--- config.mk ---
export PLATFORM = sky130hd
export DESIGN_NAME = sca_ram
export DESIGN_NICKNAME = d
export VERILOG_FILES = /design/src/design/sca_ram.sv
export SDC_FILE = /design/constraint.sdc
export NUM_CORES = 2
export LEC_CHECK = 0
export ABC_CLOCK_PERIOD_IN_PS = 3800
export BUFFER_PORTS_ARGS = -buffer_cell sky130_fd_sc_hd__buf_2
export CORE_ASPECT_RATIO = 1.2
export CORE_MARGIN = 1
export CORE_UTILIZATION = 44
export CTS_CLUSTER_DIAMETER = 150
export CTS_CLUSTER_SIZE = 24
export DETAILED_ROUTE_END_ITERATION = 12
export PLACE_DENSITY = 0.57
export RECOVER_POWER = 25
export SLEW_MARGIN = 20
export SYNTH_ARGS = -nofsm -noshare
export SYNTH_HDL_FRONTEND = slang
export SYNTH_SLANG_ARGS = --single-unit
--- constraint.sdc ---
create_clock -name clk -period 3.8 [get_ports clk]
set_input_delay 0 -clock clk [delete_from_list [all_inputs] [get_ports clk]]
set_output_delay 0 -clock clk [all_outputs]
set_load 0.02 [all_outputs]
--- src/design/sca_ram.sv ---
// generic single-port-write, single-port-read ram with registered read data
module sca_ram #(
  parameter int WIDTH = 8,
  parameter int DEPTH = 256
) (
  input  logic                     clk,
  input  logic                     we,
  input  logic [$clog2(DEPTH)-1:0] waddr,
  input  logic [WIDTH-1:0]         wdata,
  input  logic                     re,
  input  logic [$clog2(DEPTH)-1:0] raddr,
  output logic [WIDTH-1:0]         rdata
);

  logic [WIDTH-1:0] mem [DEPTH];

  always_ff @(posedge clk) begin
    if (we) begin
      mem[waddr] <= wdata;
    end
    if (re) begin
      rdata <= mem[raddr];
    end
  end

endmodule

==> qor.txt <==
Outcome: complete, but fails checks
Failing checks: capacitance limit, slew limit
Top_reg_cell synth: edfxtp_1
Synthesized area: 0.0796 mm²
Fin crit share: 80.0%
Yosys warns: 0
GRT overflow: 0
First-pass GRT wire length: 291,000 µm
Port Buffers: 34
Synthesized flop and latch total: 2,056
Post-Route Skew: 0.0282 ns
Area delta synth->final: 7.80%
Total GRT Usage: 22.3%
Yosys cell types: 54
Post-layout worst setup margin: 0.759 ns
Layout Cells excl Fill: 6,259
# Max-Cap Violations: 7
Final Util: 47.9%
Clock Pin Slew Worst Setup and Hold Paths: 0.09 ns
Total wire length: 202,000 µm
Max_slew headroom: -117%
Setup Viol. Count Final: 0
Initial DRC Count: 3,843
Syn Area/Cell: 21.3 µm²
TritonRoute pass-1 iters: 5
Vias per inst: 6.00
VDD IR max: 0.323 mV
DRC: 0
Vert. Die Dim: 468 µm
CP Data Required Time: 4.31 ns
Syn nets: 3,760
GPL Wtd Cong: 0.827
Setup repair bufs after CTS: 0
Starting Density: 44.4%
Crit Path Category: input port to register
Reg2Reg Setup Slack: 0.92 ns
Full die area: 0.183 mm²
Clock latency on the worst-skew pair: 0.76 ns
Placed inst area: 0.0833 mm²
Design Power: 38.7 mW
HP Class: input port to register
Unrepaired setup endpoints after global routing: false
WP data arrival: 3.55 ns
Synth cell count leaders: edfxtp_1 (2,056), mux4_2 (454), nor2_1 (282)
CTS Sinks: 2,056
Met3 Track Usage GR: 2.54%
Root buf cell: clkbuf_16
M1 GR Usage: 30.2%
Ys async rst share: 0%
Tmin final: 3.04 ns
Cell with the most instances after synthesis: edfxtp_1
Final Hold Vio Count: 0
Worst slack at placement: 0.555 ns
EDFF count, synth: 2,056
CP max FO: 142
Type of origin of the critical path: input port
# IOs: 35
PostCTS Resize Cnt: 0
Synth top area cells: edfxtp_1 (78%), mux4_2 (13%), mux2i_1 (1.7%)
Via count: 37,581
Post-route cell area: 0.0859 mm²
Placed cells: 6,140
Slew Viols, Final: 793
Routed WL per cell: 32.3 µm
Post-Syn Instances: 3,733
Fin nets: 3,869
Core ar.: 0.179 mm²
GRT met2 Usage: 38.3%
Clock buffer depth: 3
CP Capture Type: register
Share of layout cells above drive strength 1: 21.1%
CTS tree: yes
Initial antenna violation count: 11
Worst hold margin: 0.0872 ns
Inserted Clock Buffers: 95
Worst-Margin Slew: 3.26 ns
Vias in the first global route: 38,460
Row cnt: 170
Cts hold-fix bufs: 13
Power Density: 451 mW/mm²
Largest net degree at the start of global routing: 143
Area leader, netlist: edfxtp_1
Top cell type's share of synthesized area: 77.5%
Post-route ant nets: 0
LEAKAGE: 25.8 nW
Die Wd: 390 µm
FMAX: 0.329 GHz
Sequential share of the synthesized area: 77.5%
HPWL after DPL: 128,000 µm
Busiest grt layer: met2
Setup TNS Final: 0 ns
H-tree level count: 3
[cell families after synthesis]
group,Yosys count,synth area share (%)
flip-flops,2056,77.5
AO/OA/AOI/OAI,385,3.42
buffers and inverters,235,1.83
AND/OR/NAND/NOR,466,2.63
multiplexers,591,14.6
[cell usage in the layout, fill, tap and decap left out, types with 34 or more instances in the layout]
cell,count
edfxtp_1,2056
mux4_2,454
nor2_1,277
buf_4,176
mux2i_1,134
a22oi_1,133
clkbuf_16,97
a21oi_1,96
o221ai_1,46
nand3_1,34
[flip-flops by register name, summed over array words and instances, names as in the netlist]
name and count:
rdata 8, mem 2048
[final timing paths]
path,startpoint,cells past startpoint,to
min reg2reg,mem[48][2]$_DFFE_PP_,5,rdata[2]$_DFFE_PP_
min,waddr[2],4,mem[174][0]$_DFFE_PP_
max reg2reg,mem[80][5]$_DFFE_PP_,6,rdata[5]$_DFFE_PP_
max,wdata[3],3,mem[38][3]$_DFFE_PP_
[metal layers]
metal / wire length [µm] / part of all wire, %
met5: 61 / 0.030
met2: 103000 / 51
met1: 82200 / 41
met4: 5240 / 2.6
met3: 11500 / 5.7
[cell type report]
class | count | area (µm²)
diodes | 5 | 12.5
clock buffers | 97 | 2430
clock inverters | 4 | 46.3
fillers | 14644 | 93500
inverters | 2 | 7.51
multi-input cells | 1442 | 16500
flip-flops and latches | 2056 | 61700
well taps | 2408 | 3010
repair buffers | 245 | 2100
[power breakdown]
group,total (mW),switching (mW),internal [mW]
Combinational,2.32,1.52,0.797
Clock,11.3,6.75,4.59
Sequential,25.0,0.0243,25.0
Total,38.7,8.30,30.4
[worst max-delay path, cell delays in order]
cell and delay [ns]:
dlygate4sd3_1 0.52, clkbuf_2 2.00, buf_4 0.65
Note: power is estimated with default switching activity, not from simulation.
