**src/design/sca_pkg.sv**
```systemverilog
// shared types, constants and the size-to-class map of the size class pool allocator
package sca_pkg;

  localparam int NUM_CLASSES = 76;
  localparam int CLASS_W     = 7;
  localparam int SLOT_W      = 8;
  localparam int SIZE_W      = 32;
  localparam int SMALL_W     = 13;   // wide enough for any size up to the 4 KB limit
  localparam int CFG_IDX_W   = 1;
  localparam int CFG_DATA_W  = 1;

  // size breakpoints of the class map
  localparam int SZ_LIMIT_4K = 1024 * 4;
  localparam int SZ_LIMIT_1K = 1024;
  localparam int SZ_2K       = 2048;
  localparam int SZ_512      = 512;
  localparam int SZ_256      = 256;
  localparam int SZ_128      = 128;
  localparam int SZ_32       = 32;

  // first class of each step band
  localparam int BASE_128B   = 60;
  localparam int BASE_64B    = 36;
  localparam int BASE_32B    = 28;
  localparam int BASE_16B    = 20;
  localparam int BASE_8B     = 8;

  // configuration register indexes
  localparam logic [CFG_IDX_W-1:0] CFG_LIMIT_4KB = 1'b0;
  localparam logic [CFG_IDX_W-1:0] CFG_PTR_8B    = 1'b1;

  // request modes
  localparam logic MODE_ALLOC = 1'b0;
  localparam logic MODE_FREE  = 1'b1;

  typedef enum logic [1:0] {
    ST_OK        = 2'd0,
    ST_TOO_LARGE = 2'd1,
    ST_OOM       = 2'd2,
    ST_INVALID   = 2'd3
  } status_t;

  // piecewise-linear size to class map, size in 1..4096
  function automatic logic [CLASS_W-1:0] class_of(input logic [SMALL_W-1:0] s,
                                                  input logic ptr8);
    logic [SMALL_W-1:0] c;
    logic [SMALL_W-1:0] ptr_sz;
    ptr_sz = ptr8 ? SMALL_W'(8) : SMALL_W'(4);
    if (s <= SMALL_W'(SZ_32)) begin
      if (s <= ptr_sz) begin
        c = ptr8 ? SMALL_W'(1) : SMALL_W'(0);
      end else begin
        c = (s - SMALL_W'(1)) >> 2;
      end
    end else if (s <= SMALL_W'(SZ_128)) begin
      c = SMALL_W'(BASE_8B) + ((s - SMALL_W'(SZ_32 + 1)) >> 3);
    end else if (s <= SMALL_W'(SZ_256)) begin
      c = SMALL_W'(BASE_16B) + ((s - SMALL_W'(SZ_128 + 1)) >> 4);
    end else if (s <= SMALL_W'(SZ_512)) begin
      c = SMALL_W'(BASE_32B) + ((s - SMALL_W'(SZ_256 + 1)) >> 5);
    end else if (s <= SMALL_W'(SZ_2K)) begin
      c = SMALL_W'(BASE_64B) + ((s - SMALL_W'(SZ_512 + 1)) >> 6);
    end else begin
      c = SMALL_W'(BASE_128B) + ((s - SMALL_W'(SZ_2K + 1)) >> 7);
    end
    if (c > SMALL_W'(NUM_CLASSES - 1)) begin
      c = SMALL_W'(NUM_CLASSES - 1);
    end
    return c[CLASS_W-1:0];
  endfunction

endpackage

```
**src/design/sca_ram.sv**
```systemverilog
// generic single-port-write, single-port-read ram with registered read data
module sca_ram #(
  parameter int WIDTH = 8,
  parameter int DEPTH = 256
) (
  input  logic                     clk,
  input  logic                     we,
  input  logic [$clog2(DEPTH)-1:0] waddr,
  input  logic [WIDTH-1:0]         wdata,
  input  logic                     re,
  input  logic [$clog2(DEPTH)-1:0] raddr,
  output logic [WIDTH-1:0]         rdata
);

  logic [WIDTH-1:0] mem [DEPTH];

  always_ff @(posedge clk) begin
    if (we) begin
      mem[waddr] <= wdata;
    end
    if (re) begin
      rdata <= mem[raddr];
    end
  end

endmodule

```
**src/design/sca_class_store.sv**
```systemverilog
// per-class head / free count / bump count store with reset-cleared valid bits
module sca_class_store #(
  parameter int CNT_W = 9
) (
  input  logic clk,
  input  logic rst_n,
  input  logic rd_en,
  input  logic [sca_pkg::CLASS_W-1:0] rd_addr,
  output logic [sca_pkg::SLOT_W-1:0]  rd_head,
  output logic [CNT_W-1:0]            rd_fcnt,
  output logic [CNT_W-1:0]            rd_bcnt,
  input  logic wr_en,
  input  logic [sca_pkg::CLASS_W-1:0] wr_addr,
  input  logic [sca_pkg::SLOT_W-1:0]  wr_head,
  input  logic [CNT_W-1:0]            wr_fcnt,
  input  logic [CNT_W-1:0]            wr_bcnt
);
  import sca_pkg::*;

  localparam int ENT_W = SLOT_W + 2 * CNT_W;

  logic [NUM_CLASSES-1:0] vld_r;
  logic                   rd_vld_r;
  logic [ENT_W-1:0]       rdata;

  sca_ram #(.WIDTH(ENT_W), .DEPTH(NUM_CLASSES)) u_ram (
    .clk   (clk),
    .we    (wr_en),
    .waddr (wr_addr),
    .wdata ({wr_head, wr_fcnt, wr_bcnt}),
    .re    (rd_en),
    .raddr (rd_addr),
    .rdata (rdata)
  );

  always_ff @(posedge clk) begin
    if (!rst_n) begin
      vld_r    <= '0;
      rd_vld_r <= 1'b0;
    end else begin
      if (wr_en) begin
        vld_r[wr_addr] <= 1'b1;
      end
      if (rd_en) begin
        rd_vld_r <= vld_r[rd_addr];
      end
    end
  end

  // never-written classes read as empty
  assign rd_head = rd_vld_r ? rdata[ENT_W-1 -: SLOT_W] : '0;
  assign rd_fcnt = rd_vld_r ? rdata[2*CNT_W-1 -: CNT_W] : '0;
  assign rd_bcnt = rd_vld_r ? rdata[CNT_W-1:0] : '0;

endmodule

```
**config.mk**
```make
export PLATFORM = sky130hd
export DESIGN_NAME = sca_class_store
export DESIGN_NICKNAME = d
export VERILOG_FILES = /design/src/design/sca_pkg.sv /design/src/design/sca_ram.sv /design/src/design/sca_class_store.sv
export SDC_FILE = /design/constraint.sdc
export NUM_CORES = 2
export LEC_CHECK = 0
export ABC_AREA = 1
export BUFFER_PORTS_ARGS = -buffer_cell sky130_fd_sc_hd__buf_2
export CAP_MARGIN = 10
export CORE_MARGIN = 2
export CORE_UTILIZATION = 40
export CTS_BUF_LIST = sky130_fd_sc_hd__clkbuf_8
export CTS_CLUSTER_SIZE = 12
export DETAILED_ROUTE_END_ITERATION = 10
export SLEW_MARGIN = 20
export SYNTH_ARGS = -nofsm -noshare
export SYNTH_HDL_FRONTEND = slang
export SYNTH_SLANG_ARGS = --single-unit
```
**constraint.sdc**
```tcl
create_clock -name clk -period 4.4 [get_ports clk]
set_input_delay 1.32 -clock clk [delete_from_list [all_inputs] [get_ports clk]]
set_output_delay 1.32 -clock clk [all_outputs]
set_load 0.01 [all_outputs]
```
==> metrics.csv <==
stage,metric,value,unit
outcome,run status,completed,
routing,drt total wl,249000,um
clocking,# H-tree levels,5,
routing,initial DRC count,6959,
floorplanning,initial core utilization,40.3,%
floorplanning,die width,458,um
routing,DR WL/cell,25.3,um
synthesis,Synth Area per Inst,12.4,um2
timing,worst slew pin tran,1.18,ns
clocking,CTS clock-pin slew for the worst setup and hold paths,0.06,ns
timing,max_slew headroom,21.1,%
setup_path,crit path kind,reg -> out,
clocking,worst skew pair latency,1.05,ns
routing,Post-DRT Antenna Nets,0,
timing,min cycle time layout,3.41,ns
floorplanning,Die Footprint,0.210,mm2
timing,top achievable clock speed,0.294,GHz
placement,placed instance count,9242,
floorplanning,IO Pins,70,
synthesis,ranking of synthesized cells by area,"edfxtp_1, nor2_1, o21ai_0",
clocking,clk buf depth,4,
synthesis,dominant cell type by area after synthesis,edfxtp_1,
timing,final critical-path share of the clock period,77.4,%
setup_path,crit-path max FO,27,
synthesis,ys async rst share,0,%
layout,Finished Layout Cells,9854,
floorplanning,Die Y,458,um
floorplanning,# rows,166,
timing,RSZ-0062 raised after global routing,false,
synthesis,area share of the largest cell type after synthesis,72.9,%
clocking,CTS tree,yes,
global_routing,largest net degree at the start of global routing,119,
clocking,clock root buffer,clkbuf_8,
global_routing,GRT overflow,0,
synthesis,Synth Register Bits,2079,
timing,sum of negative setup slack,0,ns
timing,Setup-failing EPs final,0,
synthesis,syn_nets,6700,
synthesis,synthesized cell area,0.0825,mm2
synthesis,number of flops mapped to enable cells by yosys,2002,
clocking,CTS Buf Count,347,
layout,Nets,6950,
global_routing,global-route wire length before repair,360000,um
global_routing,Total Routing Usage GR,23.3,%
routing,DR pass1 iterations,8,
power_and_ir_drop,worst vdd ir,0.242,mV
global_routing,vias in the first global route,51965,
placement,Setup WS pre-CTS,0.263,ns
routing,vias per cell,5.60,
worst_hold_path,hold crit path type,reg -> reg,
synthesis,Mapped Cells,6656,
layout,Fillers,18365,
power_and_ir_drop,pwr/cell area,427,mW/mm2
clocking,postcts setup bufs,0,
clocking,clock sinks,2079,
layout,post-layout util,45.7,%
synthesis,Yosys cell types,30,
setup_path,Startpoint Class,flip-flop,
layout,growth of design area from synthesis to finish,13.5,%
timing,"Hold Vio Cnt, Final",0,
synthesis,Synth Flop Type,edfxtp_1,
job,MaxCap Viol Count,0,
placement,port bufs,69,
timing,max-slew violations,0,
setup_path,Crit. End Element,output port,
routing,Vias,55174,
synthesis,"count leader, synth",edfxtp_1,
placement,HPWL after detailed placement,142000,um
setup_path,crit path DAT,2.09,ns
routing,Post-route DRC,0,
clocking,post-cts resize count,0,
setup_path,CP Data Required Time,3.08,ns
timing,worst setup margin,0.994,ns
timing,skew final,0.0582,ns
layout,final instance area,0.0936,mm2
synthesis,synth warn,0,
power_and_ir_drop,P_leak,31.4,nW
global_routing,initial antenna violation count,13,
placement,DP Area,0.0874,mm2
floorplanning,Core Area,0.205,mm2
synthesis,Commonest cells post-synth,"edfxtp_1, nor2_1, o21ai_0",
layout,layout cell share with drive strength beyond 1,11.6,%
clocking,CTS Hold Bufs,0,
placement,Final Wtd Congestion,0.865,
synthesis,sequential share of the synthesized area,74.8,%
per-layer routing:
metal | wire length, um | vias up | global-route usage, %
met5 | 63 | - | 0
met4 | 8190 | 10 | 8.18
met3 | 22800 | 415 | 4.35
met2 | 114000 | 2660 | 35.9
met1 | 104000 | 27572 | 33.0
li1 | - | 24517 | -
cells in the final DEF, fill, tap and decap left out, types with 77 or more instances in the layout:
| cell | n |
|---|---|
| o22ai_1 | 198 |
| edfxtp_1 | 2002 |
| clkbuf_8 | 371 |
| o21ai_1 | 102 |
| nor2_1 | 1482 |
| nand2_1 | 582 |
| inv_1 | 288 |
| buf_4 | 216 |
| o211ai_1 | 204 |
| o21ai_0 | 942 |
| dfxtp_1 | 77 |
| nand3_1 | 251 |
report_power, final:
group	internal, mW	total [mW]	leakage, nW	switching (mW)
logic	0.668	2.63	9.16	1.97
registers	21.8	21.9	18.6	0.0646
clock network	7.95	15.5	3.64	7.52
total	30.4	40.0	31.4	9.55
area by class of cell:
| cell class | instances | area (um2) | area share, % |
|---|---|---|---|
| Clock buffer | 371 | 5110 | 5.45 |
| Inverter | 166 | 652 | 0.696 |
| Timing Repair Buffer | 340 | 3250 | 3.47 |
| Multi-Input combinational cell | 3972 | 18500 | 19.8 |
| Clock inverter | 229 | 1020 | 1.09 |
| Antenna cell | 9 | 22.5 | 0.0241 |
| Sequential cell | 2079 | 61700 | 65.9 |
| Tap cell | 2688 | 3360 | 3.59 |
flip-flops by register name, summed over array words and instances (netlist names):
signal and count:
rd_vld_r 1, vld_r 76, u_ram.mem 1976, u_ram.rdata 26
final timing paths:
path	start	endpoint	depth (start not counted)	slack, ns
setup reg to reg	u_ram.mem[44][8]	u_ram.rdata[8]	11	2.27
hold / removal	vld_r[33]	vld_r[33]	2	0.46
hold reg to reg	vld_r[33]	vld_r[33]	2	0.46
setup / recovery	rd_vld_r	rd_head[6]	4	0.99
through the flow:
stage          hold WS, ns  total power [mW]
4_1_cts              0.466              40.2
3_3_place_gp         0.444              24.8
6_report             0.464              40.0
2_1_floorplan        0.435              23.5
5_1_grt              0.490              41.2
3_5_place_dp         0.454              24.9
worst max-delay path, cell delays in order (launching register included):
cell,delay [ns]
dfxtp_1,0.31
buf_4,0.31
nand2_1,0.19
inv_1,0.08
buf_2,0.13
kinds of logic after synthesis:
kind of cell | count (synthesis) | synth area share, %
AND/OR/NAND/NOR | 2411 | 11.4
flip-flops | 2079 | 74.8
AO/OA/AOI/OAI | 1561 | 10.5
buffers and inverters | 605 | 3.28
(Power assumes the default switching activity.)
